**src/rtl/core/otr_pkg.sv**
```systemverilog
`timescale 1ns / 1ps

package otr_pkg;

  // Request codes
  typedef enum logic [1:0] {
    OP_RECORD   = 2'd0,
    OP_SNAPSHOT = 2'd1,
    OP_CLEAR    = 2'd2,
    OP_UNUSED   = 2'd3
  } op_t;

  localparam int unsigned DEFAULT_RING_DEPTH = 32;

  localparam int unsigned TS_W    = 64;
  localparam int unsigned SEV_W   = 2;
  localparam int unsigned UNIT_W  = 3;
  localparam int unsigned KIND_W  = 4;
  localparam int unsigned VAL_W   = 32;
  localparam int unsigned DROP_W  = 32;

  localparam logic [SEV_W-1:0]  MAX_SEVERITY = 2'd2;
  localparam logic [KIND_W-1:0] MAX_KIND     = 4'd12;
  localparam logic [DROP_W-1:0] DROP_MAX     = {DROP_W{1'b1}};

  // One stored event
  typedef struct packed {
    logic [TS_W-1:0]   ts;
    logic [SEV_W-1:0]  sev;
    logic [UNIT_W-1:0] unit;
    logic [KIND_W-1:0] kind;
    logic [VAL_W-1:0]  val;
  } entry_t;

  // Response control, aligned with the ring read data
  typedef struct packed {
    logic strobe;
    logic accepted;
    logic has_event;
    logic last;
  } rsp_t;

endpackage

```
**src/rtl/core/otr_mem.sv**
```systemverilog
`timescale 1ns / 1ps

module otr_mem #(
  parameter int unsigned RING_DEPTH = otr_pkg::DEFAULT_RING_DEPTH
) (
  input  logic                                                clk,
  input  logic                                                wr_en,
  input  logic [((RING_DEPTH > 1) ? $clog2(RING_DEPTH) : 1)-1:0] wr_addr,
  input  otr_pkg::entry_t                                     wr_data,
  input  logic [((RING_DEPTH > 1) ? $clog2(RING_DEPTH) : 1)-1:0] rd_addr,
  output otr_pkg::entry_t                                     rd_data
);

  otr_pkg::entry_t ring [RING_DEPTH];

  always_ff @(posedge clk) begin
    if (wr_en) begin
      ring[wr_addr] <= wr_data;
    end
  end

  always_ff @(posedge clk) begin
    rd_data <= ring[rd_addr];
  end

endmodule

```
**src/rtl/core/otr_ctrl.sv**
```systemverilog
`timescale 1ns / 1ps

module otr_ctrl #(
  parameter int unsigned RING_DEPTH = otr_pkg::DEFAULT_RING_DEPTH,
  localparam int unsigned IDX_W = (RING_DEPTH > 1) ? $clog2(RING_DEPTH) : 1,
  localparam int unsigned CNT_W = $clog2(RING_DEPTH + 1)
) (
  input  logic                             clk,
  input  logic                             rst,
  input  logic                             start,
  output logic                             busy,
  input  logic [1:0]                       opcode,
  input  logic [otr_pkg::TS_W-1:0]         timestamp_ms,
  input  logic [otr_pkg::SEV_W-1:0]        severity,
  input  logic [otr_pkg::UNIT_W-1:0]       source_unit,
  input  logic [otr_pkg::KIND_W-1:0]       event_kind,
  input  logic [otr_pkg::VAL_W-1:0]        payload,
  output logic                             wr_en,
  output logic [IDX_W-1:0]                 wr_addr,
  output otr_pkg::entry_t                  wr_data,
  output logic [IDX_W-1:0]                 rd_addr,
  output otr_pkg::rsp_t                    rsp,
  output logic [CNT_W-1:0]                 rsp_count,
  output logic [otr_pkg::DROP_W-1:0]       rsp_drop
);

  localparam logic [CNT_W:0]   DEPTH_EXT = (CNT_W + 1)'(RING_DEPTH);
  localparam logic [CNT_W-1:0] DEPTH_CNT = CNT_W'(RING_DEPTH);

  typedef enum logic {
    ST_IDLE,
    ST_SNAP
  } state_t;

  state_t                     state;
  logic [IDX_W-1:0]           oldest;
  logic [CNT_W-1:0]           count;
  logic [otr_pkg::DROP_W-1:0] dropped;
  logic [otr_pkg::TS_W-1:0]   newest_ts;
  logic [CNT_W-1:0]           snap_off;

  otr_pkg::op_t               op;
  logic                       accept;
  logic                       evt_ok;
  logic                       full;
  logic [otr_pkg::TS_W-1:0]   ts_stored;
  logic [CNT_W-1:0]           rd_off;

  // Ring position of the entry at a given offset from the oldest one
  function automatic logic [IDX_W-1:0] slot_of(input logic [IDX_W-1:0] base,
                                               input logic [CNT_W-1:0] off);
    logic [CNT_W:0] sum;
    sum = (CNT_W + 1)'(base) + {1'b0, off};
    if (sum >= DEPTH_EXT) begin
      sum = sum - DEPTH_EXT;
    end
    return sum[IDX_W-1:0];
  endfunction

  assign op     = otr_pkg::op_t'(opcode);
  assign busy   = (state == ST_SNAP);
  assign accept = start && !busy;
  assign full   = (count == DEPTH_CNT);
  assign evt_ok = (severity <= otr_pkg::MAX_SEVERITY) && (event_kind <= otr_pkg::MAX_KIND);

  // Hold timestamps monotonic against the newest held entry
  assign ts_stored = ((count != '0) && (timestamp_ms < newest_ts)) ? newest_ts : timestamp_ms;

  assign wr_en        = accept && (op == otr_pkg::OP_RECORD) && evt_ok;
  assign wr_addr      = slot_of(oldest, count);
  assign wr_data.ts   = ts_stored;
  assign wr_data.sev  = severity;
  assign wr_data.unit = source_unit;
  assign wr_data.kind = event_kind;
  assign wr_data.val  = payload;

  assign rd_off  = (state == ST_IDLE) ? '0 : snap_off;
  assign rd_addr = slot_of(oldest, rd_off);

  always_ff @(posedge clk) begin
    if (rst) begin
      state      <= ST_IDLE;
      oldest     <= '0;
      count      <= '0;
      dropped    <= '0;
      snap_off   <= '0;
      rsp        <= '0;
      rsp_count  <= '0;
      rsp_drop   <= '0;
    end else begin
      rsp <= '0;
      case (state)
        ST_IDLE: begin
          if (accept) begin
            rsp.strobe <= 1'b1;
            rsp.last   <= 1'b1;
            rsp_count  <= count;
            rsp_drop   <= dropped;
            case (op)
              otr_pkg::OP_RECORD: begin
                rsp.accepted <= evt_ok;
                if (evt_ok) begin
                  newest_ts <= ts_stored;
                  if (full) begin
                    oldest <= slot_of(oldest, CNT_W'(1));
                    if (dropped != otr_pkg::DROP_MAX) begin
                      dropped  <= dropped + 1'b1;
                      rsp_drop <= dropped + 1'b1;
                    end
                  end else begin
                    count     <= count + 1'b1;
                    rsp_count <= count + 1'b1;
                  end
                end
              end
              otr_pkg::OP_SNAPSHOT: begin
                rsp.accepted <= 1'b1;
                if (count != '0) begin
                  rsp.has_event <= 1'b1;
                  rsp.last      <= (count == CNT_W'(1));
                  snap_off      <= CNT_W'(1);
                  if (count != CNT_W'(1)) begin
                    state <= ST_SNAP;
                  end
                end
              end
              otr_pkg::OP_CLEAR: begin
                rsp.accepted <= 1'b1;
                oldest       <= '0;
                count        <= '0;
                dropped      <= '0;
                rsp_count    <= '0;
                rsp_drop     <= '0;
              end
              default: begin
                rsp.accepted <= 1'b0;
              end
            endcase
          end
        end
        ST_SNAP: begin
          // Advance one held entry per cycle
          rsp.strobe    <= 1'b1;
          rsp.accepted  <= 1'b1;
          rsp.has_event <= 1'b1;
          rsp_count     <= count;
          rsp_drop      <= dropped;
          snap_off      <= snap_off + 1'b1;
          if (snap_off == count - 1'b1) begin
            rsp.last <= 1'b1;
            state    <= ST_IDLE;
          end
        end
        default: begin
          state <= ST_IDLE;
        end
      endcase
    end
  end

endmodule

```
**src/rtl/core/overwriting_event_trace_ring_core.sv**
```systemverilog
`timescale 1ns / 1ps
// Channel   | Handshake               | Signals
// ----------+-------------------------+-----------------------------------------------
// request   | start, busy             | opcode, timestamp_ms, severity, source_unit,
//           |                         | event_kind, payload
// result    | result_strobe (1 cycle) | accepted, stored_count, drop_total, has_event,
//           |                         | out_timestamp_ms, out_severity, out_source_unit,
//           |                         | out_event_kind, out_payload, last_result
//
// A request is taken on a rising edge with start high and busy low. Record, clear
// and unused requests show their result in the next cycle while busy
// stays low, so records can arrive every cycle. A snapshot of N held events reads
// them oldest first, one ring read per cycle through the single read port, with
// each result in the cycle after its read; busy is high while the later reads issue.
// Synchronous reset empties the ring and zeroes the drop counter; the ring memory
// itself is not cleared since entries are only read after being written.
// The receiver cannot stall: each result is valid for exactly one cycle.

module overwriting_event_trace_ring_core #(
  parameter int unsigned RING_DEPTH = otr_pkg::DEFAULT_RING_DEPTH,
  localparam int unsigned CNT_W = $clog2(RING_DEPTH + 1)
) (
  input  logic                          clk,
  input  logic                          rst,
  input  logic                          start,
  output logic                          busy,
  input  logic [1:0]                    opcode,
  input  logic [otr_pkg::TS_W-1:0]      timestamp_ms,
  input  logic [otr_pkg::SEV_W-1:0]     severity,
  input  logic [otr_pkg::UNIT_W-1:0]    source_unit,
  input  logic [otr_pkg::KIND_W-1:0]    event_kind,
  input  logic [otr_pkg::VAL_W-1:0]     payload,
  output logic                          result_strobe,
  output logic                          accepted,
  output logic [CNT_W-1:0]              stored_count,
  output logic [otr_pkg::DROP_W-1:0]    drop_total,
  output logic                          has_event,
  output logic [otr_pkg::TS_W-1:0]      out_timestamp_ms,
  output logic [otr_pkg::SEV_W-1:0]     out_severity,
  output logic [otr_pkg::UNIT_W-1:0]    out_source_unit,
  output logic [otr_pkg::KIND_W-1:0]    out_event_kind,
  output logic [otr_pkg::VAL_W-1:0]     out_payload,
  output logic                          last_result
);

  localparam int unsigned IDX_W = (RING_DEPTH > 1) ? $clog2(RING_DEPTH) : 1;

  logic             wr_en;
  logic [IDX_W-1:0] wr_addr;
  otr_pkg::entry_t  wr_data;
  logic [IDX_W-1:0] rd_addr;
  otr_pkg::entry_t  rd_data;
  otr_pkg::rsp_t    rsp;

  // Pointers, counters and the snapshot sequencer
  otr_ctrl #(
    .RING_DEPTH (RING_DEPTH)
  ) u_ctrl (
    .clk          (clk),
    .rst          (rst),
    .start        (start),
    .busy         (busy),
    .opcode       (opcode),
    .timestamp_ms (timestamp_ms),
    .severity     (severity),
    .source_unit  (source_unit),
    .event_kind   (event_kind),
    .payload      (payload),
    .wr_en        (wr_en),
    .wr_addr      (wr_addr),
    .wr_data      (wr_data),
    .rd_addr      (rd_addr),
    .rsp          (rsp),
    .rsp_count    (stored_count),
    .rsp_drop     (drop_total)
  );

  // Event storage: one write port for records, one registered read port for snapshots
  otr_mem #(
    .RING_DEPTH (RING_DEPTH)
  ) u_mem (
    .clk     (clk),
    .wr_en   (wr_en),
    .wr_addr (wr_addr),
    .wr_data (wr_data),
    .rd_addr (rd_addr),
    .rd_data (rd_data)
  );

  assign result_strobe = rsp.strobe;
  assign accepted      = rsp.accepted;
  assign has_event     = rsp.has_event;
  assign last_result   = rsp.last;

  // Drop the stale read data on status-only results
  assign out_timestamp_ms = rsp.has_event ? rd_data.ts   : '0;
  assign out_severity     = rsp.has_event ? rd_data.sev  : '0;
  assign out_source_unit  = rsp.has_event ? rd_data.unit : '0;
  assign out_event_kind   = rsp.has_event ? rd_data.kind : '0;
  assign out_payload      = rsp.has_event ? rd_data.val  : '0;

endmodule

```
**config.mk**
```make
export PLATFORM = sky130hd
export DESIGN_NAME = overwriting_event_trace_ring_core
export DESIGN_NICKNAME = d
export VERILOG_FILES = /design/src/rtl/core/otr_pkg.sv /design/src/rtl/core/otr_mem.sv /design/src/rtl/core/otr_ctrl.sv /design/src/rtl/core/overwriting_event_trace_ring_core.sv
export SDC_FILE = /design/constraint.sdc
export NUM_CORES = 2
export LEC_CHECK = 0
export BUFFER_PORTS_ARGS = -buffer_cell sky130_fd_sc_hd__buf_2
export CAP_MARGIN = 20
export CORE_MARGIN = 2
export CORE_UTILIZATION = 42
export CTS_CLUSTER_DIAMETER = 50
export CTS_CLUSTER_SIZE = 30
export DETAILED_ROUTE_END_ITERATION = 12
export PLACE_DENSITY = 0.67
export SYNTH_ARGS = -nofsm -noshare
export SYNTH_HDL_FRONTEND = slang
export SYNTH_SLANG_ARGS = --single-unit
```
**constraint.sdc**
```tcl
create_clock -name clk -period 7.8 [get_ports clk]
set_clock_uncertainty 0.2 [all_clocks]
set_input_delay 1.17 -clock clk [delete_from_list [all_inputs] [get_ports clk]]
set_output_delay 1.17 -clock clk [all_outputs]
set_load 0.05 [all_outputs]
```
# Word-level counts from Yosys, hierarchy flattened
# Memories as Yosys holds them, arrays and structs flattened. A register that Yosys moved wholly into a read port is not among the register bits.
# Index checks and enable logic that the tools add are counted.
# Widths: inputs -> output; s select.
[classes]
n_lt_le_gt_ge = 6
eq_ne = 12
n_addsub = 10
bitwise = 2
n_mux = 42
reduce_logical = 14
[op_table]
columns = ["cell", "count"]
rows = [
  ["$mux 32", 5],
  ["$mux 64", 2],
  ["$pmux 32 s2", 2],
  ["$lt 64x64->1", 1],
  ["$mux 6", 7],
  ["$pmux 6 s2", 3],
  ["$add 32x1->32 const B", 1],
  ["$ne 32x32->1 const B", 1],
  ["$mux 5", 5],
  ["$sub 5x1->5 const B", 3],
  ["$add 5x6->7", 2],
  ["$ge 7x6->1 const B", 2],
  ["$add 6x1->6 const B", 2],
  ["$pmux 5 s2", 1],
  ["$reduce_and 5->1", 2],
  ["$mux 1", 8],
  ["$mux 4", 2],
  ["$pmux 4 s2", 1],
  ["$add 5x1->6 const B", 1],
  ["$eq 6x1->1 const B", 1],
  ["$eq 6x6->1", 1],
  ["$eq 6x6->1 const B", 1],
  ["$ge 6x6->1 const B", 1],
  ["$mux 2", 3],
  ["other kinds (19)", 28],
]
[word_totals]
out_inout_bits = 148
ramBits = 3360
n_memories = 1
in_bits = 110
regBits = 156
[mem_list]
columns = ["memory", "words", "width", "rd", "rd_ports_with_merged_regs", "write_ports", "line", "rtl"]
rows = [
  ["u_mem.ring", 32, 105, 1, 1, 1, "otr_mem.sv:14", "otr_pkg::entry_t ring [RING_DEPTH];"],
]

# Depth between registers and ports, before layout
[depth]
ltp_word = 7
depth_mapped = 13

# Modules after synthesis
# A second synthesis with hierarchy kept.
[unflattened]
cells_unflattened = 7361
hier_area_um2 = 140666.2
[modules_own_cells]
columns = ["mod", "n_inst", "area_each_um2", "cells_per_inst", "seq_area_each_um2"]
rows = [
  ["otr_mem", 1, 129558.0, 6119, 102998.8],
  ["otr_ctrl", 1, 10358.7, 1126, 3763.6],
  ["overwriting_event_trace_ring_core", 1, 749.5, 116, 0.0],
]

# Least setup slack after synthesis
# Ideal clock, no wire load.
[synth_timing]
path_kind = "input-to-reg"
startpoint = "input port opcode[0]"
endpoint = "memory u_mem.ring[0][0] (netlist name), enable pin"
required_time_ps = 7030
setup_ps = 570
path_stages = 9
t_arrival_ps = 6949
slack_ps = 81
path_cell_list = "inv_1 > ha_1 > clkbuf_1 > and3_1 > clkbuf_1 > nand2_1 > or3_1 > clkbuf_1 > nor2_1"
[synth_between]
elab_chain_cells = 5
[synth_lines]
columns = ["element", "line", "rtl"]
rows = [
  ["start, declared", "overwriting_event_trace_ring_core.sv:27", "input logic [1:0] opcode,"],
  ["$logic_not 2->1", "otr_ctrl.sv:69", "assign wr_en = accept && (op == otr_pkg::OP_RECORD) && evt_ok;"],
  ["$logic_and 1x1->1 (2 in series)", "otr_ctrl.sv:69", ""],
  ["$mux 1", "otr_mem.sv:17", "if (wr_en) begin"],
  ["$mux 1 (not written as such)", "otr_mem.sv:18", "ring[wr_addr] <= wr_data;"],
  ["end, declared", "otr_mem.sv:14", ""],
]
# No other way between the ends.

# Final worst setup path
[layout_timing]
startpoint = "register u_ctrl.newest_ts[61] (netlist name)"
endpoint = "memory u_mem.ring[28][45] (netlist name) (data pin)"
[layout_between]
elab_chain_cells = 3
[layout_lines]
columns = ["element", "line", "rtl"]
rows = [
  ["start, declared", "otr_ctrl.sv:39", "logic [otr_pkg::TS_W-1:0] newest_ts;"],
  ["start signal, assigned", "otr_ctrl.sv:103", "newest_ts <= ts_stored;"],
  ["$lt 64x64->1", "otr_ctrl.sv:67", "assign ts_stored = ((count != '0) && (timestamp_ms < newest_ts)) ? newest_ts : timestamp_ms;"],
  ["$logic_and 1x1->1", "otr_ctrl.sv:67", ""],
  ["$mux 64", "otr_ctrl.sv:67", ""],
  ["via u_ctrl.ts_stored (one bit)", "otr_ctrl.sv:46", "logic [otr_pkg::TS_W-1:0] ts_stored;"],
]
# The timed path passes the listed nets, and every way through them passes these cells.

==> flow_results.org <==
** Clock tree
- CTS built an H-tree with a depth of 5.
- Buffers inserted to repair hold after CTS numbered 0.
- Clock edge transition at the registers on the reported setup and hold paths :: 0.08 ns
- Once the clock tree was built, the setup fixing pass inserted 0 buffers.
- TritonCTS built the clock tree.
- CTS placed an instance of sky130_fd_sc_hd__clkbuf_16 at the clock tree root.
- Post_cts resized :: 0
- Later-pin clock latency in the skew report :: 0.96 ns
- Number of CTS-inserted buffers :: 332
- Clock tree synthesis found a total of around 3600 sinks.
- The clock passes through at most 4 buffers.

** Logic synthesis
- Mean area per synthesized cell :: 18.83 µm²
- Register area share after synthesis :: 75.83%
- Synthesis inferred 3621 register bits.
- Leading post-synthesis cells by cell area :: sky130_fd_sc_hd__edfxtp_1 (73%), sky130_fd_sc_hd__mux4_2 (13%), sky130_fd_sc_hd__dfxtp_1 (2.8%), sky130_fd_sc_hd__nand2_1 (2.7%), sky130_fd_sc_hd__nand3_1 (2.0%)
- By count the netlist is led by sky130_fd_sc_hd__edfxtp_1 (3424), sky130_fd_sc_hd__nand2_1 (1029), sky130_fd_sc_hd__mux4_2 (840).
- Flip-flop cell with the highest count after synthesis :: sky130_fd_sc_hd__edfxtp_1
- sky130_fd_sc_hd__edfxtp_1 takes more of the synthesized area than any other cell.
- The number of different library cells used by synthesis comes to 75.
- Number of synthesized flops with an enable pin :: approximately 3400
- In the post-synthesis netlist, the cell with the most instances is sky130_fd_sc_hd__edfxtp_1.
- Async set-or-reset flop fraction in the synthesized netlist :: 0%
- The number of nets in the synthesized netlist is 7669.
- Combined area of all synthesized cells :: 140800 µm²
- After synthesis, the largest area contributor takes up 73.03% of total cell area.
- Synthesis produced around 7500 cells.
- During synthesis, Yosys emitted a total of 0 warnings.

** STA
- The max-slew violation count was 0.
- The final critical path takes up 60.32% of the cycle.
- Static timing analysis puts the maximum clock frequency at 0.2125 GHz.
- Setup Viol. Count Final :: 0
- Final TNS setup :: 0 ns
- Unrepaired setup endpoints after global routing :: false
- For the finished layout, the period the worst path requires is between 4 and 5 ns.
- The worst pin sits at a relative slew slack of 24.52%.
- Worst path setup slack after routing :: around 3.1 ns
- Final number of hold-violating endpoints :: 0
- Transition at the pin with the smallest max-transition slack :: 1.132 ns

** GRT
- Global routing used 21.35% of the available tracks.
- Entering global routing, the biggest net connects 133 pins.
- The total overflow left after global routing is 0.
- The number of global-route vias before repair was 73759.
- The first global-routing pass estimated around 530000 µm of wire.
- Antenna violations before repair :: 39

** Detailed routing
- After the first detailed-routing iteration, the DRC count stood at approximately 10000.
- The detail route stage leaves a number of antenna-violating nets equal to 0.
- Summing over every cut layer, the via total after detailed routing is 74632.
- Post-detailed-route DRC marker count :: 0
- After detailed routing, the total wire length is 368900 µm.
- Pre-antenna DRT Iters :: 6
- In the routed layout, each cell is associated on average with a via count of 5.972.
- In the final routed layout, each cell accounts on average for approximately 30 µm.

** Critical path
- Worst EP required :: 8.16 ns
- Category of the worst setup path capture point :: flop
- In this run the worst setup path begins at u_ctrl.newest_ts[61].
- Along the worst path, the maximum fanout reaches 33.
- The worst setup path is of the flop to flop kind.
- Worst reg2reg path startpoint :: u_ctrl.newest_ts[61]
- The worst setup path is launched from a flop.
- Data arrival, critical path :: 5.06 ns

** Placed design
- Post-detailed-placement half-perimeter wirelength :: 186500 µm
- Worst slack at placement :: 2.103 ns
- Buffers placed on the I/O ports in this run total between 200 and 300.
- Final weighted congestion in routability-driven placement :: between 0.8 and 0.9

** Die
- Die width :: 583.0 µm
- Initial Utilization :: 42.19%
- The floorplan step set the die height to 583.0 µm.
- I/O pins :: between 200 and 300
- Site row count :: 212
- Floorplan Core Area :: around 330000 µm²
- Die Area :: 339900 µm²

** Power and ir drop
- Static power due to leakage :: 50.77 nW
- Across the VDD grid, the largest voltage drop is 174.3 µV.
- Power Dens Cells :: 253.2 nW/µm²

** Final layout
- From synthesis to final layout, the design area changed by 14.11%.
- Fraction of final layout cells with drive strength greater than 1 :: 24.66%
- Count of nets after finishing :: 7994
- At the end of the flow the core is filled with cells to between 40% and 50%.

** Run
- Max-capacitance violation count :: 0

** Outcome
- The run finished with clean final reports.

** Hold path
- Path class of the lowest-slack min-delay path :: flop to flop
- The worst hold path begins at u_ctrl.rsp_drop[2].
-- cells in the final DEF, fill, tap and decap left out, types with 24 or more instances in the layout --
| cell type | count |
|---|---|
| sky130_fd_sc_hd__inv_1 | 78 |
| sky130_fd_sc_hd__clkbuf_16 | 338 |
| sky130_fd_sc_hd__nor2_1 | 65 |
| sky130_fd_sc_hd__o21ai_0 | 146 |
| sky130_fd_sc_hd__diode_2 | 24 |
| sky130_fd_sc_hd__ha_1 | 80 |
| sky130_fd_sc_hd__edfxtp_1 | 3424 |
| sky130_fd_sc_hd__inv_6 | 49 |
| sky130_fd_sc_hd__nand3_1 | 565 |
| sky130_fd_sc_hd__dfxtp_1 | 195 |
| sky130_fd_sc_hd__clkinvlp_4 | 24 |
| sky130_fd_sc_hd__nor3_1 | 25 |
| sky130_fd_sc_hd__nand2_1 | 1029 |
| sky130_fd_sc_hd__a31oi_1 | 30 |
| sky130_fd_sc_hd__clkinv_8 | 53 |
| sky130_fd_sc_hd__inv_8 | 53 |
| sky130_fd_sc_hd__a21oi_1 | 104 |
| sky130_fd_sc_hd__and2_1 | 112 |
| sky130_fd_sc_hd__buf_4 | 84 |
| sky130_fd_sc_hd__mux4_2 | 840 |
| sky130_fd_sc_hd__nor2_4 | 33 |
| sky130_fd_sc_hd__buf_2 | 257 |
| sky130_fd_sc_hd__buf_12 | 82 |
| sky130_fd_sc_hd__mux2_2 | 60 |
-- cell type report --
type | instances | area (µm²)
diodes | 24 | 60.06
clock buffers | 347 | 8502
clock inverters | 273 | 3662
fillers | 26967 | 173000
inverters | 78 | 292.8
multi-input cells | 3344 | 32320
flip-flops and latches | 3621 | 106800
well taps | 4387 | 5489
repair buffers | 424 | 3566
-- kinds of logic after synthesis --
kind of cell / after synthesis / share of synthesized area [%]
flops: 3621 / 75.83
simple gates: 1952 / 6.234
mux: 908 / 13.98
buf+inv: 511 / 1.458
compound gates: 375 / 1.594
fa+ha+maj: 83 / 0.7482
xor+xnor: 26 / 0.1617
-- state kept, by name, indices dropped and copies added, names as in the netlist --
register / count
u_ctrl.rsp_drop: 32
u_ctrl.oldest: 5
u_ctrl.newest_ts: 64
u_ctrl.busy: 1
u_ctrl.count: 6
u_ctrl.snap_off: 6
u_ctrl.dropped: 32
u_ctrl.rsp_count: 6
u_mem.ring: 3360
u_mem.rd_data: 105
u_ctrl.rsp: 4
-- stage by stage --
stage	instance area [µm²]	cells	power (mW)	hold slack [ns]
after global routing	160600	12480	41.75	0.3108
after floorplan	140800	7476	22.93	0.2700
after detailed placement	148400	11853	23.51	0.2759
final	160700	12498	40.67	0.2855
after global placement	148300	11848	23.46	0.2708
after CTS	160600	12473	40.92	0.2865
-- worst max-delay path, cell delays in order (launching register included) --
cell and delay (ns):
sky130_fd_sc_hd__edfxtp_1 0.35, sky130_fd_sc_hd__inv_1 0.07, sky130_fd_sc_hd__ha_1 0.29, sky130_fd_sc_hd__and4_1 0.24, sky130_fd_sc_hd__nand4_1 0.33, sky130_fd_sc_hd__nor3_1 0.59
sky130_fd_sc_hd__nand3_1 0.20, sky130_fd_sc_hd__nor3_1 0.54, sky130_fd_sc_hd__a211oi_4 0.14, sky130_fd_sc_hd__buf_4 0.27, sky130_fd_sc_hd__mux2_1 0.97
-- routing by layer --
metal	global-route usage, %	wire (µm)
met1	31.37	151300
met2	33.51	173500
met3	3.447	35580
met4	5.224	8387
met5	0	94
-- power breakdown --
part           internal (mW)  total [mW]  switching [mW]
logic                  0.483        1.51            1.03
clock network           9.14        17.6            8.47
registers               21.5        21.6          0.0356
-- final timing paths --
path | end | slack (ns) | cells past startpoint
setup / recovery | u_mem.ring[28][45] | 3.09 | 10
hold / removal | u_ctrl.rsp_drop[2] | 0.29 | 2
setup reg to reg | u_mem.ring[28][45] | 3.09 | 10
hold reg to reg | u_ctrl.rsp_drop[2] | 0.29 | 2
No activity file was read; power rests on OpenSTA's default activity.
